$ cat src/hw/rtl/hex_text_image_parser_core_defines.svh
// Assertion macros shared by the hex-text image parser RTL.
// Depends on nothing; included by the top level only.
`ifndef HEX_TEXT_IMAGE_PARSER_CORE_DEFINES_SVH
`define HEX_TEXT_IMAGE_PARSER_CORE_DEFINES_SVH

// Same-cycle implication, checked outside reset.
`define HEXP_ASSERT_IMPL(label, clk, rst, ante, cons) \
   label: assert property (@(posedge clk) disable iff (rst) (ante) |-> (cons)) \
      else $error("hexp same-cycle check failed");

// Next-cycle implication, checked outside reset.
`define HEXP_ASSERT_NEXT(label, clk, rst, ante, cons) \
   label: assert property (@(posedge clk) disable iff (rst) (ante) |=> (cons)) \
      else $error("hexp next-cycle check failed");

`endif

$ cat src/hw/rtl/hexp_pkg.sv
// Types, constants and the hex digit decoder for the hex-text image parser.
// No dependencies; imported by every module of the block.
package hexp_pkg;

   localparam int MAX_SEGMENTS = 8;
   localparam logic [3:0] MAX_SEGMENTS_W = 4'(MAX_SEGMENTS);
   localparam logic [15:0] SEGMENT_CAPACITY = 16'(65535);

   localparam logic [7:0] CHAR_CR = 8'h0D;
   localparam logic [7:0] CHAR_LF = 8'h0A;
   localparam logic [7:0] CHAR_AT = 8'h40;
   localparam logic [7:0] CHAR_Q  = 8'h71;

   typedef enum logic [1:0] {
      PH_IDLE = 2'd0,
      PH_ADDR = 2'd1,
      PH_DATA = 2'd2,
      PH_SEP  = 2'd3
   } phase_type;

   typedef enum logic [2:0] {
      K_DATA    = 3'd0,
      K_OPEN    = 3'd1,
      K_END     = 3'd2,
      K_BAD     = 3'd3,
      K_NOSEG   = 3'd4,
      K_TOOMANY = 3'd5,
      K_FULL    = 3'd6
   } kind_type;

   typedef struct packed {
      kind_type    kind;
      logic [15:0] address;
      logic [7:0]  data_byte;
      logic [2:0]  segment_number;
      logic [15:0] closed_length;
      logic        closed_valid;
   } result_type;

   typedef struct packed {
      phase_type phase;
      logic      seg_open;
      logic      finished;
   } status_type;

   typedef struct packed {
      logic       is_hex;
      logic [3:0] value;
   } hex_digit_type;

   function automatic hex_digit_type hex_decode(input logic [7:0] c);
      hex_digit_type r;
      r.is_hex = 1'b1;
      r.value  = c[3:0];
      if (c >= 8'h30 && c <= 8'h39) begin
         r.value = c[3:0];
      end else if ((c >= 8'h61 && c <= 8'h66) || (c >= 8'h41 && c <= 8'h46)) begin
         r.value = c[3:0] + 4'd9;
      end else begin
         r.is_hex = 1'b0;
         r.value  = 4'd0;
      end
      return r;
   endfunction

endpackage

$ cat src/hw/rtl/hex_text_image_parser_core.sv
// Hex-text firmware image parser.
// Input channel (req_): one character per transaction, req_last_char marks the
// final character of an image; the parser returns to its reset state after it.
// Result channel (rsp_): zero or one result per character: data byte with its
// address, segment open (with the length of the segment it closes), end,
// or an error kind.
// A result follows its character through the input register, then through
// the parse logic into the result register, where it is presented.
// Throughput: one character per cycle while the receiver does not stall; the
// parse state updates on each fired character, so consecutive characters
// flow without gaps.
// When the receiver stalls, the result register holds its transaction; the
// input register still takes one more character, and req_stall rises while
// that character waits behind the held result register.
// Reset (synchronous) empties both registers and clears all parse state.
// Depends on hexp_pkg, hexp_in_stage, hexp_parser, hexp_out_stage and the
// assertion macros header.
`include "hex_text_image_parser_core_defines.svh"

module hex_text_image_parser_core
   import hexp_pkg::*;
(
   input  logic        clock,
   input  logic        reset,
   input  logic        req_valid,
   output logic        req_stall,
   input  logic [7:0]  req_char_in,
   input  logic        req_last_char,
   output logic        rsp_valid,
   input  logic        rsp_stall,
   output logic [2:0]  rsp_result_kind,
   output logic [15:0] rsp_address,
   output logic [7:0]  rsp_data_byte,
   output logic [2:0]  rsp_segment_number,
   output logic [15:0] rsp_closed_length,
   output logic        rsp_closed_valid
);

   logic       out_ready;
   logic       fire;
   logic [7:0] char_q;
   logic       last_q;
   logic       res_valid;
   result_type res;
   result_type rsp_res;
   status_type status;

   hexp_in_stage u_in_stage (
      .clock        (clock),
      .reset        (reset),
      .req_valid    (req_valid),
      .req_stall    (req_stall),
      .req_char_in  (req_char_in),
      .req_last_char(req_last_char),
      .out_ready    (out_ready),
      .fire         (fire),
      .char_q       (char_q),
      .last_q       (last_q)
   );

   hexp_parser u_parser (
      .clock    (clock),
      .reset    (reset),
      .fire     (fire),
      .char_in  (char_q),
      .last_char(last_q),
      .res_valid(res_valid),
      .res      (res),
      .status   (status)
   );

   hexp_out_stage u_out_stage (
      .clock    (clock),
      .reset    (reset),
      .fire     (fire),
      .res_valid(res_valid),
      .res      (res),
      .rsp_stall(rsp_stall),
      .out_ready(out_ready),
      .rsp_valid(rsp_valid),
      .rsp_res  (rsp_res)
   );

   assign rsp_result_kind    = rsp_res.kind;
   assign rsp_address        = rsp_res.address;
   assign rsp_data_byte      = rsp_res.data_byte;
   assign rsp_segment_number = rsp_res.segment_number;
   assign rsp_closed_length  = rsp_res.closed_length;
   assign rsp_closed_valid   = rsp_res.closed_valid;

   `HEXP_ASSERT_IMPL(a_stall_needs_item, clock, reset, req_stall, fire == 1'b0)
   `HEXP_ASSERT_IMPL(a_closed_kind, clock, reset, rsp_valid && rsp_res.closed_valid,
      rsp_res.kind == K_OPEN || rsp_res.kind == K_END)
   `HEXP_ASSERT_NEXT(a_last_resets, clock, reset, fire && last_q,
      status.phase == PH_IDLE && !status.seg_open && !status.finished)

endmodule

$ cat src/hw/rtl/hexp_in_stage.sv
// Input register of the hex-text image parser: one character and its last flag.
// Depends on hexp_pkg.
module hexp_in_stage
   import hexp_pkg::*;
(
   input  logic       clock,
   input  logic       reset,
   input  logic       req_valid,
   output logic       req_stall,
   input  logic [7:0] req_char_in,
   input  logic       req_last_char,
   input  logic       out_ready,
   output logic       fire,
   output logic [7:0] char_q,
   output logic       last_q
);

   logic       valid_ff, valid_in;
   logic [7:0] char_ff;
   logic       last_ff;
   logic       accept;

   // Hold the character only while the result register cannot take it.
   assign req_stall = valid_ff && !out_ready;
   assign accept    = req_valid && !req_stall;
   assign fire      = valid_ff && out_ready;

   always_comb begin
      valid_in = valid_ff;
      if (accept) begin
         valid_in = 1'b1;
      end else if (fire) begin
         valid_in = 1'b0;
      end
   end

   always_ff @(posedge clock) begin
      if (reset) begin
         valid_ff <= 1'b0;
      end else begin
         valid_ff <= valid_in;
      end
   end

   always_ff @(posedge clock) begin
      if (accept) begin
         char_ff <= req_char_in;
         last_ff <= req_last_char;
      end
   end

   assign char_q = char_ff;
   assign last_q = last_ff;

endmodule

$ cat src/hw/rtl/hexp_parser.sv
// Parse state and per-character token logic of the hex-text image parser.
// Depends on hexp_pkg (phase and result types, hex_decode, limits).
module hexp_parser
   import hexp_pkg::*;
(
   input  logic       clock,
   input  logic       reset,
   input  logic       fire,
   input  logic [7:0] char_in,
   input  logic       last_char,
   output logic       res_valid,
   output result_type res,
   output status_type status
);

   phase_type     phase_ff, phase_in;
   logic [1:0]    digit_count_ff, digit_count_in;
   logic [15:0]   acc_ff, acc_in;
   logic [15:0]   start_ff, start_in;
   logic [15:0]   bcount_ff, bcount_in;
   logic [2:0]    seg_idx_ff, seg_idx_in;
   logic          seg_open_ff, seg_open_in;
   logic          finished_ff, finished_in;

   hex_digit_type hd;
   logic          active;
   logic          too_many;
   logic [15:0]   acc_shift;
   logic [7:0]    byte_val;

   assign hd        = hex_decode(char_in);
   assign active    = fire && !finished_ff;
   assign too_many  = seg_open_ff && (({1'b0, seg_idx_ff} + 4'd1) >= MAX_SEGMENTS_W);
   assign acc_shift = {acc_ff[11:0], hd.value};
   assign byte_val  = {acc_ff[3:0], hd.value};

   // Next phase
   always_comb begin
      phase_in = phase_ff;
      if (active) begin
         unique case (phase_ff)
            PH_ADDR: begin
               if (!hd.is_hex || digit_count_ff == 2'd3) begin
                  phase_in = PH_IDLE;
               end
            end
            PH_DATA: phase_in = hd.is_hex ? PH_SEP : PH_IDLE;
            PH_SEP:  phase_in = PH_IDLE;
            PH_IDLE: begin
               if (char_in == CHAR_AT) begin
                  phase_in = PH_ADDR;
               end else if (hd.is_hex) begin
                  phase_in = PH_DATA;
               end else begin
                  phase_in = PH_IDLE;
               end
            end
         endcase
      end
      if (fire && last_char) begin
         phase_in = PH_IDLE;
      end
   end

   // Datapath updates and result
   always_comb begin
      digit_count_in = digit_count_ff;
      acc_in         = acc_ff;
      start_in       = start_ff;
      bcount_in      = bcount_ff;
      seg_idx_in     = seg_idx_ff;
      seg_open_in    = seg_open_ff;
      finished_in    = finished_ff;
      res_valid      = 1'b0;
      res            = '0;
      if (active) begin
         unique case (phase_ff)
            PH_ADDR: begin
               if (!hd.is_hex) begin
                  res_valid = 1'b1;
                  res.kind  = K_BAD;
               end else begin
                  acc_in = acc_shift;
                  if (digit_count_ff != 2'd3) begin
                     digit_count_in = digit_count_ff + 2'd1;
                  end else begin
                     digit_count_in = 2'd0;
                     res_valid      = 1'b1;
                     if (too_many) begin
                        res.kind = K_TOOMANY;
                     end else begin
                        res.kind    = K_OPEN;
                        res.address = acc_shift;
                        if (seg_open_ff) begin
                           res.closed_length = bcount_ff;
                           res.closed_valid  = 1'b1;
                           seg_idx_in        = seg_idx_ff + 3'd1;
                        end else begin
                           seg_idx_in = 3'd0;
                        end
                        seg_open_in = 1'b1;
                        start_in    = acc_shift;
                        bcount_in   = 16'd0;
                     end
                  end
               end
            end
            PH_DATA: begin
               res_valid = 1'b1;
               if (!hd.is_hex) begin
                  res.kind = K_BAD;
               end else if (!seg_open_ff) begin
                  res.kind      = K_NOSEG;
                  res.data_byte = byte_val;
               end else if (bcount_ff >= SEGMENT_CAPACITY) begin
                  res.kind      = K_FULL;
                  res.data_byte = byte_val;
               end else begin
                  res.kind      = K_DATA;
                  res.data_byte = byte_val;
                  res.address   = start_ff + bcount_ff;
                  bcount_in     = bcount_ff + 16'd1;
               end
            end
            PH_SEP: begin
               res_valid = 1'b0;
            end
            PH_IDLE: begin
               if (char_in == CHAR_CR || char_in == CHAR_LF) begin
                  res_valid = 1'b0;
               end else if (char_in == CHAR_AT) begin
                  digit_count_in = 2'd0;
                  acc_in         = 16'd0;
               end else if (hd.is_hex) begin
                  acc_in = {12'd0, hd.value};
               end else if (char_in == CHAR_Q) begin
                  finished_in = 1'b1;
                  res_valid   = 1'b1;
                  res.kind    = K_END;
                  if (seg_open_ff) begin
                     res.closed_length = bcount_ff;
                     res.closed_valid  = 1'b1;
                  end
               end else begin
                  res_valid = 1'b1;
                  res.kind  = K_BAD;
               end
            end
         endcase
      end
      res.segment_number = seg_idx_in;
      // Drop everything after the final character of an image.
      if (fire && last_char) begin
         digit_count_in = 2'd0;
         acc_in         = 16'd0;
         start_in       = 16'd0;
         bcount_in      = 16'd0;
         seg_idx_in     = 3'd0;
         seg_open_in    = 1'b0;
         finished_in    = 1'b0;
      end
   end

   always_ff @(posedge clock) begin
      if (reset) begin
         phase_ff       <= PH_IDLE;
         digit_count_ff <= 2'd0;
         acc_ff         <= 16'd0;
         start_ff       <= 16'd0;
         bcount_ff      <= 16'd0;
         seg_idx_ff     <= 3'd0;
         seg_open_ff    <= 1'b0;
         finished_ff    <= 1'b0;
      end else begin
         phase_ff       <= phase_in;
         digit_count_ff <= digit_count_in;
         acc_ff         <= acc_in;
         start_ff       <= start_in;
         bcount_ff      <= bcount_in;
         seg_idx_ff     <= seg_idx_in;
         seg_open_ff    <= seg_open_in;
         finished_ff    <= finished_in;
      end
   end

   assign status.phase    = phase_ff;
   assign status.seg_open = seg_open_ff;
   assign status.finished = finished_ff;

endmodule

$ cat src/hw/rtl/hexp_out_stage.sv
// Result register of the hex-text image parser; holds a transaction while stalled.
// Depends on hexp_pkg (result_type).
module hexp_out_stage
   import hexp_pkg::*;
(
   input  logic       clock,
   input  logic       reset,
   input  logic       fire,
   input  logic       res_valid,
   input  result_type res,
   input  logic       rsp_stall,
   output logic       out_ready,
   output logic       rsp_valid,
   output result_type rsp_res
);

   logic       valid_ff, valid_in;
   result_type res_ff;
   logic       load;

   assign out_ready = !valid_ff || !rsp_stall;
   assign load      = fire && res_valid;

   always_comb begin
      valid_in = valid_ff;
      if (out_ready) begin
         valid_in = load;
      end
   end

   always_ff @(posedge clock) begin
      if (reset) begin
         valid_ff <= 1'b0;
      end else begin
         valid_ff <= valid_in;
      end
   end

   always_ff @(posedge clock) begin
      if (load) begin
         res_ff <= res;
      end
   end

   assign rsp_valid = valid_ff;
   assign rsp_res   = res_ff;

endmodule

$ cat config.mk
export PLATFORM = sky130hd
export DESIGN_NAME = hex_text_image_parser_core
export DESIGN_NICKNAME = d
export VERILOG_FILES = /design/src/hw/rtl/hexp_pkg.sv /design/src/hw/rtl/hex_text_image_parser_core.sv /design/src/hw/rtl/hexp_in_stage.sv /design/src/hw/rtl/hexp_parser.sv /design/src/hw/rtl/hexp_out_stage.sv
export VERILOG_INCLUDE_DIRS = /design/src /design/src/hw/rtl
export SDC_FILE = /design/constraint.sdc
export NUM_CORES = 1
export LEC_CHECK = 0
export ABC_CLOCK_PERIOD_IN_PS = 9800
export BUFFER_PORTS_ARGS = -buffer_cell sky130_fd_sc_hd__buf_4
export CAP_MARGIN = 5
export CORE_MARGIN = 2
export CORE_UTILIZATION = 43
export DETAILED_ROUTE_END_ITERATION = 16
export GPL_ROUTABILITY_DRIVEN = 0
export PLACE_DENSITY = 0.65
export REMOVE_ABC_BUFFERS = 1
export SLEW_MARGIN = 10
export SYNTH_ARGS = -nofsm -noshare
export SYNTH_HDL_FRONTEND = slang
export SYNTH_SLANG_ARGS = --single-unit
$ cat constraint.sdc
create_clock -name clock -period 9.8 [get_ports clock]
set_input_delay 1.47 -clock clock [delete_from_list [all_inputs] [get_ports clock]]
set_output_delay 1.47 -clock clock [all_outputs]
set_load 0.01 [all_outputs]
==> Yosys cells after proc, flatten, opt, wreduce, memory -nomap -nowiden <==
Index checks and enable logic that the tools add are counted.
{ "totals": {"register_bits": 111, "latchBits": 0, "mem_bits_rw": 0, "rom_bits": 0, "output_inout_bits": 49, "elab_cells": 155, "mem_count": 0} }
{ "classes": {"add_sub_neg": 6, "multipliers": 0, "div": 0, "n_lt_le_gt_ge": 8, "eq_ne": 19, "shifts": 0, "n_mux": 67, "n_bitwise": 5, "n_reduce_logical": 32} }
{ "ops": {"columns": ["cell", "count"], "rows": [
  ["16-bit 2-to-1 mux", 10],
  ["17-bit 2-to-1 mux", 8],
  ["16-bit case mux with 2 select lines", 2],
  ["12-bit 2-to-1 mux", 4],
  ["3-bit 2-to-1 mux", 13],
  ["17-bit case mux with 2 select lines", 1],
  ["24-bit 2-to-1 mux", 1],
  ["12-bit case mux with 2 select lines", 1],
  ["19-bit 2-to-1 mux", 1],
  ["2-bit 2-to-1 mux", 9],
  ["16-bit by 1-bit adder with 16-bit output (second input constant)", 1],
  ["16-bit adder", 1],
  ["8-bit by 4-bit equality test with 1-bit output (second input constant)", 2],
  ["8-bit by 7-bit equality test with 1-bit output (second input constant)", 2],
  ["16-bit greater-or-equal comparator (second input constant)", 1],
  ["8-bit by 7-bit greater-or-equal comparator with 1-bit output (second input constant)", 2],
  ["8-bit by 7-bit less-or-equal comparator with 1-bit output (second input constant)", 2],
  ["5-bit AND reduction", 3],
  ["1-bit 2-to-1 mux", 11],
  ["1-bit logical AND", 10],
  ["2-bit by 1-bit inequality test with 1-bit output (second input constant)", 5],
  ["2-bit inequality test (second input constant)", 5],
  ["3-bit case mux with 3 select lines", 1],
  ["8-bit by 6-bit greater-or-equal comparator with 1-bit output (second input constant)", 1],
  ["23 further kinds", 40]
]} }

==> Depth between registers and ports, before layout <==
Gate-level depths: netlist of the first run.
{ "depth": {"ltp_word": 11, "ltp_mapped": 10, "mapped_depth_nobuf": 9} }

==> By module <==
From an unflattened synthesis of the first run, not the netlist that was laid out.
{ "unflattened": {"cells_unflattened": 551, "area_unflattened_um2": 5522.8} }
{ "modules_own_cells": {"columns": ["module", "n_inst", "cells_each", "area_per_inst_um2", "seq_area_each_um2"], "rows": [
  ["hexp_parser", 1, 485, 3742.3, 1061.0],
  ["hexp_out_stage", 1, 52, 1453.9, 1431.4],
  ["hexp_in_stage", 1, 14, 326.6, 290.3]
]} }

==> Least setup slack after synthesis of the first run <==
Ideal clock, no wire load.
{ "synth_path": {"path_type": "input port to flip-flop", "start": "input rsp_stall", "end": "register u_out_stage.res_ff (netlist bit u_out_stage.rsp_res[0]) (enable)", "setup_ns": 0.452, "arrival_time_ns": 4.318, "required_time_ns": 9.348, "slack_ns": 5.031, "cell_stages": 4, "path_buffers": 0, "cell_sequence": "a21boi_1 -> nor2b_1 -> o21ai_0 -> nor2_1"} }
{ "synth_via": {"elab_chain_len": 6} }
{ "synth_lines": {"columns": ["item", "line_no", "source"], "rows": [
  ["from (decl)", "hex_text_image_parser_core.sv:30", "input logic rsp_stall,"],
  ["1-bit logical NOT (*)", "hexp_out_stage.sv:21", "assign out_ready = !valid_ff || !rsp_stall;"],
  ["1-bit logical OR (*)", "hexp_out_stage.sv:21", null],
  ["1-bit logical AND (*)", "hexp_in_stage.sv:26", "assign fire = valid_ff && out_ready;"],
  ["1-bit logical AND", "hexp_parser.sv:32", "assign active = fire && !finished_ff;"],
  ["1-bit 2-to-1 mux", "hexp_parser.sv:76", "if (active) begin"],
  ["1-bit logical AND (*)", "hexp_out_stage.sv:22", "assign load = fire && res_valid;"],
  ["net u_out_stage.load", "hexp_out_stage.sv:19", "logic load;"],
  ["to (signal assigned)", "hexp_out_stage.sv:41", "res_ff <= res;"],
  ["to (decl)", "hexp_out_stage.sv:18", "result_type res_ff;"]
]} }
The timed path passes the listed nets; every way through them passes the cells marked *.
A chain may end at the register's enable or synchronous reset.

==> Worst setup path in the final report of the first run <==
{ "layout_path": {"start": "input rsp_stall", "end": "register u_out_stage.res_ff (netlist bit u_out_stage.rsp_res[41]) (enable)"} }
Same word-level chain as after synthesis.

==> run_results.csv, run 1 <==
group,metric,value,unit
clock_network,ctsHtreeMaxLevel,3,
floorplanning,die_area,0.0137,mm²
logic_synthesis,synth_seq_cells,111,
logic_synthesis,synth_cell_type_count,63,
global_routing,grt_max_degree,25,
pwr,powerDensity,145,mW/mm²
logic_synthesis,synthArstFlopShare,0,
clock_network,cts_buffer_depth,2,
clock_network,ctsHoldBuffers,0,
job,drv_cap,0,
timing,drv_slew,0,
clock_network,cts_setup_buffers,0,
timing,worst_pin_slew,1.01,ns
pwr,p_leak,2.40,nW
clock_network,insertion_delay,0.36,ns
worst_setup_path,critical_path_buf_inv_count,2,
route,wl_per_cell,15.8,µm
worst_setup_path,end_kind,"register",
route,drc,0,
clock_network,cts_tree,"yes",
global_routing,grt_overflow,0,
clock_network,cts_root_buffer,"clkbuf_16",
worst_setup_path,cp_top_family,"simple AND/OR/NAND/NOR gates",
clock_network,post_cts_resized,0,
worst_setup_path,criticalPathCategory,"input port to register",
layout,layout_commonest_cell,"buf_4",
clock_network,cts_made_buffers,9,
timing,setup_viol,0,
worst_setup_path,worst-path-stages,6,
place,dp_hpwl,9020,µm
worst_setup_path,cp.required,9.83,ns
run_status,outcome,"completed",
pwr,ir_drop,80.5,µV
route,vias,4320,
worst_setup_path,reg2reg_depth,9,
route,drt_first_iter_violations,272,
pwr,p_clk_frac,0.393,
layout,post-route-util,0.513,
global_routing,grt_pass1_wl,19900,µm
floorplanning,start_util,0.438,
place,place_ws,5.67,ns
worst_setup_path,worstPathCellList,"buf_4 > a21boi_1 > nor2b_1 > o21ai_0 > nor2_4 > buf_4",
layout,syn_to_final_growth,17.1,%
worst_setup_path,r2r_start,"u_in_stage.char_q[0]$_DFFE_PP_",
layout,fin_nets,647,
route,drt_wl_total,12300,µm
global_routing,first_global_vias,4060,
timing,period_needed,3.78,ns
worst_hold_path,hp-start,"u_parser.start_ff[10]$_SDFFE_PP0P_",
global_routing,antenna_found_initial,0,
global_routing,grtUsageTotal,0.189,
floorplanning,num_rows,41,
pwr,p_int,0.000730,W
worst_setup_path,arrival,3.81,ns
pwr,switching_power,0.000208,W
worst_setup_path,critPathMaxStageDelay,0.67,ns
worst_setup_path,critPathMaxFanout,24,
worst_hold_path,hold_depth,2,
timing,final.setup.worst_slack,6.02,ns
route,via_per_inst,5.52,
clock_network,clkTransAtPathRegs,0.07,ns
layout,final_cell_mix,"64 x buf_4, 56 x edfxtp_1, 55 x nand2_1, 55 x dfxtp_1, 50 x nor2_1",
route,drtPass1Iterations,5,
floorplanning,core_area,0.0126,mm²
timing,max_freq,264,MHz
logic_synthesis,yosysWarnings,0,
logic_synthesis,synth_area_leader_cell,"edfxtp_1",
floorplanning,die_x,117,µm
logic_synthesis,avgSynthCellArea,10.1,µm²
clock_network,cts_sinks,111,
timing,final.setup_skew,0.00909,ns
worst_setup_path,critical_path.startpoint,"rsp_stall",
logic_synthesis,seq_area_frac_synth,0.505,
worst_hold_path,hold_class,"register to register",
pwr,combinationalPowerShare,0.066,
worst_setup_path,crit_top_cell,"buf_4",
timing,rsz0062_at_grt,"no",
logic_synthesis,synth_top_area_frac,0.305,
timing,fin_tns_setup,0,ns
logic_synthesis,netlist_area,0.00551,mm²
logic_synthesis,ys.flop_type,"edfxtp_1",
floorplanning,dieHeight,117,µm
logic_synthesis,yosys-top-cells-area,"edfxtp_1 31%, dfxtp_1 20%, ha_1 6.1%",
timing,max_slew_margin,0.317,
logic_synthesis,syn-instance-count,547,
worst_setup_path,cp-start-kind,"input port",
pwr,seqPwrFrac,0.541,
logic_synthesis,synth_edf_count,56,
floorplanning,pin_count,62,
timing,fin_crit_sh,0.386,
timing,hold_viol_final,0,
pwr,p_total,0.000938,W
route,drtAntennaViolNets,0,
layout,diodes,0,
worst_setup_path,critPathSlowestCell,"nor2_4",
place,port_buffers,61,
pwr,p_sw_frac,0.222,
layout,fillers,1143,
layout,layout-drive-gt1-share,0.155,
## cells by family (layout without fill, tap and decap cells)
| logic type | count (synthesis) | in the layout | synth area share |
|---|---|---|---|
| adders and majority gates | 28 | 28 | 0.0649 |
| xor gates and xnor gates | 18 | 18 | 0.0286 |
| DFF | 111 | 111 | 0.505 |
| buffers and inverters | 29 | 93 | 0.0200 |
| muxes | 4 | 4 | 0.00749 |
| AOI/OAI and AO/OA | 151 | 151 | 0.185 |
| and+or+nand+nor | 206 | 206 | 0.189 |
## final cells by class
| cell class | instances | area (µm²) | share of cell area |
|---|---|---|---|
| clock buffer | 10 | 239 | 0.0370 |
| clock inverter | 6 | 60.1 | 0.00931 |
| inverter | 13 | 48.8 | 0.00756 |
| multi-input combinational | 407 | 2630 | 0.407 |
| sequential | 111 | 2780 | 0.431 |
| tap | 172 | 215 | 0.0334 |
| timing repair buffer | 64 | 480 | 0.0745 |
## power groups by stage
stage          Sequential, W  Combinational [W]  Clock (W)
2_1_floorplan       0.000524          0.0000260          0
3_3_place_gp        0.000518          0.0000614          0
3_5_place_dp        0.000518          0.0000622          0
4_1_cts             0.000508          0.0000624   0.000375
5_1_grt             0.000509          0.0000680   0.000396
6_report            0.000507          0.0000620   0.000368
## flip-flops by register name (all words and copies together) (netlist names)
name / flops
u_parser.seg_open_ff: 1
u_in_stage.valid_ff: 1
u_out_stage.rsp_res: 47
u_parser.finished_ff: 1
u_parser.seg_idx_ff: 3
u_parser.digit_count_ff: 2
u_in_stage.last_q: 1
u_in_stage.char_q: 8
u_parser.bcount_ff: 16
u_parser.start_ff: 16
u_parser.phase_ff: 2
u_parser.acc_ff: 12
u_out_stage.rsp_valid: 1
## through the flow
step | instances | hold WS (ns) | area [µm²]
2_1_floorplan | 531 | 0.440 | 5450
3_3_place_gp | 767 | 0.447 | 6150
3_5_place_dp | 767 | 0.456 | 6150
4_1_cts | 783 | 0.466 | 6450
5_1_grt | 783 | 0.484 | 6450
6_report | 783 | 0.462 | 6450
## layer usage
layer  global-route usage  wire, µm
met5                    0         0
met4               0.0612       170
met3               0.0510       564
met2                0.320      6200
met1                0.236      5410
## path summary, 6_finish.rpt
kind,end,slack [ns]
max,u_out_stage.rsp_res[41]$_SDFFCE_PN0P_,6.02
max reg2reg,u_out_stage.rsp_res[41]$_SDFFCE_PN0P_,6.48
min reg2reg,u_parser.start_ff[10]$_SDFFE_PP0P_,0.46
min,u_parser.start_ff[10]$_SDFFE_PP0P_,0.46
## worst min-delay path, cell delays in order (launching register included)
cell and delay (ns):
dfxtp_1 0.31, nand2_1 0.05, a21oi_1 0.05
## synthesized netlist by cell type, drive strengths merged, types with 7 or more instances
cell / count
o21ai: 31
ha: 27
clkbuf: 15
nand2: 55
inv: 13
o211ai: 7
a21oi: 46
dfxtp: 55
nand4: 7
edfxtp: 56
nand3: 12
a22o: 14
nor2: 51
nor3: 10
and2: 24
and3: 9
xor2: 12
a211oi: 7
or3: 9
(Power assumes the default switching activity.)
==> run 2, diff against run 1 <==
ABC_CLOCK_PERIOD_IN_PS = 3600   (was 9800)
clock period = 3.6 ns   (was 9.8 ns; I/O delays follow)
==> run 2 against run 1 <==
Via count increased by 1.9%. Final cell count rose by 1.0%. Hold slack lost 0.10 ns. Sequential cell count unchanged. Routed wire length increased by 2.4%. Global-route usage rose by 0.48 points. Clock-buffer cell count increased by 1. Largest cell class unchanged. Largest power group unchanged.
==> run_results.csv, run 2 (synthesized netlist as in run 1, its figures left out) <==
group,metric,value,unit
floorplanning,dieHeight,117,µm
clock_network,ctsHoldBuffers,0,
floorplanning,pin_count,62,
timing,period_needed,2.75,ns
pwr,p_leak,2.44,nW
floorplanning,core_area,0.0126,mm²
layout,layout-drive-gt1-share,0.163,
place,port_buffers,61,
place,dp.cells,775,
timing,drv_slew,0,
timing,max_freq,363,MHz
global_routing,grt_overflow,0,
timing,fin_tns_setup,0,ns
layout,syn_to_final_growth,18.2,%
global_routing,grtUsageTotal,0.194,
layout,layout_commonest_cell,"buf_4",
global_routing,first_global_vias,4313,
timing,hold_viol_final,0,
timing,setup_viol,0,
route,vias,4402,
floorplanning,die_x,117,µm
layout,fin_nets,655,
route,drc,0,
worst_hold_path,hold_class,"input port to register",
timing,final.setup_skew,0.00651,ns
clock_network,cts_sinks,111,
global_routing,grt_pass1_wl,20700,µm
layout,diodes,0,
layout,instances_no_fill,791,
clock_network,post_cts_resized,0,
worst_setup_path,critPathMaxFanout,24,
worst_setup_path,critPathMaxStageDelay,0.66,ns
worst_setup_path,criticalPathCategory,"register to register",
worst_setup_path,cp-start-kind,"register",
clock_network,cts_root_buffer,"clkbuf_16",
layout,final_cell_mix,"72 x buf_4, 56 x edfxtp_1, 55 x nand2_1, 55 x dfxtp_1, 50 x nor2_1",
worst_setup_path,cp_top_family,"simple AND/OR/NAND/NOR gates",
clock_network,cts_setup_buffers,0,
run_status,outcome,"completed",
worst_setup_path,critPathSlowestCell,"o21ai_0",
place,dp_hpwl,9280,µm
timing,worst_pin_slew,0.786,ns
route,via_per_inst,5.57,
global_routing,antenna_found_initial,0,
worst_setup_path,arrival,2.83,ns
floorplanning,start_util,0.438,
clock_network,cts_tree,"yes",
worst_setup_path,critical_path_buf_inv_count,1,
job,drv_cap,0,
clock_network,cts_buffer_depth,2,
clock_network,ctsHtreeMaxLevel,3,
worst_setup_path,reg2reg_slack,0.85,ns
route,wl_per_cell,16.0,µm
route,drt_first_iter_violations,304,
worst_setup_path,worstPathCellList,"or4b_4 > nor3_1 > nor2_1 > o21ai_0 > nor2_4 > buf_4",
route,drtPass1Iterations,5,
timing,rsz0062_at_grt,"no",
floorplanning,die_area,0.0137,mm²
timing,fin_crit_sh,0.765,
timing,max_slew_margin,0.471,
route,drt_wl_total,12600,µm
pwr,powerDensity,393,mW/mm²
pwr,ir_drop,326,µV
global_routing,grt_max_degree,25,
route,drtAntennaViolNets,0,
layout,largest_register_ffs,47,
clock_network,insertion_delay,0.36,ns
clock_network,clkTransAtPathRegs,0.07,ns
clock_network,cts_made_buffers,9,
worst_setup_path,end_kind,"register",
floorplanning,num_rows,41,
worst_setup_path,cp.required,3.68,ns
[run 2: worst paths after layout]
check	startpoint	end	depth (start not counted)
setup / recovery	u_in_stage.char_q[4]$_DFFE_PP_	u_out_stage.rsp_res[40]$_SDFFCE_PN0P_	6
hold / removal	req_char_in[6]	u_in_stage.char_q[6]$_DFFE_PP_	1
setup reg to reg	u_in_stage.char_q[4]$_DFFE_PP_	u_out_stage.rsp_res[40]$_SDFFCE_PN0P_	6
hold reg to reg	u_parser.start_ff[9]$_SDFFE_PP0P_	u_parser.start_ff[9]$_SDFFE_PP0P_	2
[run 2: per-stage QoR]
step / total power, W / hold WS (ns) / util / cell area (µm²) / worst slack [ns]
global placement: 0.00158 / 0.448 / 0.494 / 6210 / 0.928
floorplan: 0.00150 / 0.440 / - / 5450 / -0.908
CTS: 0.00258 / 0.348 / 0.518 / 6510 / 0.838
global route: 0.00265 / 0.343 / 0.518 / 6510 / 0.647
finish: 0.00256 / 0.358 / 0.518 / 6510 / 0.847
detailed placement: 0.00159 / 0.455 / 0.494 / 6210 / 0.850
[run 2: report_power, final]
group          switching (W)  internal [W]  total, W
sequential         0.0000164       0.00136   0.00138
combinational       0.000103     0.0000711  0.000174
clock               0.000444      0.000558   0.00100
[run 2: per-layer routing]
layer	share of wire	track usage
met5	0	0
met4	0.026	0.0784
met3	0.039	0.0499
met2	0.49	0.334
met1	0.44	0.231
[run 2: final cells by class]
class	count	area (µm²)
Fill cell	1161	6060
Clock buffer	11	243
Clock inverter	5	56.3
Inverter	13	48.8
Sequential cell	111	2780
Tap cell	172	215
Timing Repair Buffer	72	541
Multi-Input combinational cell	407	2630
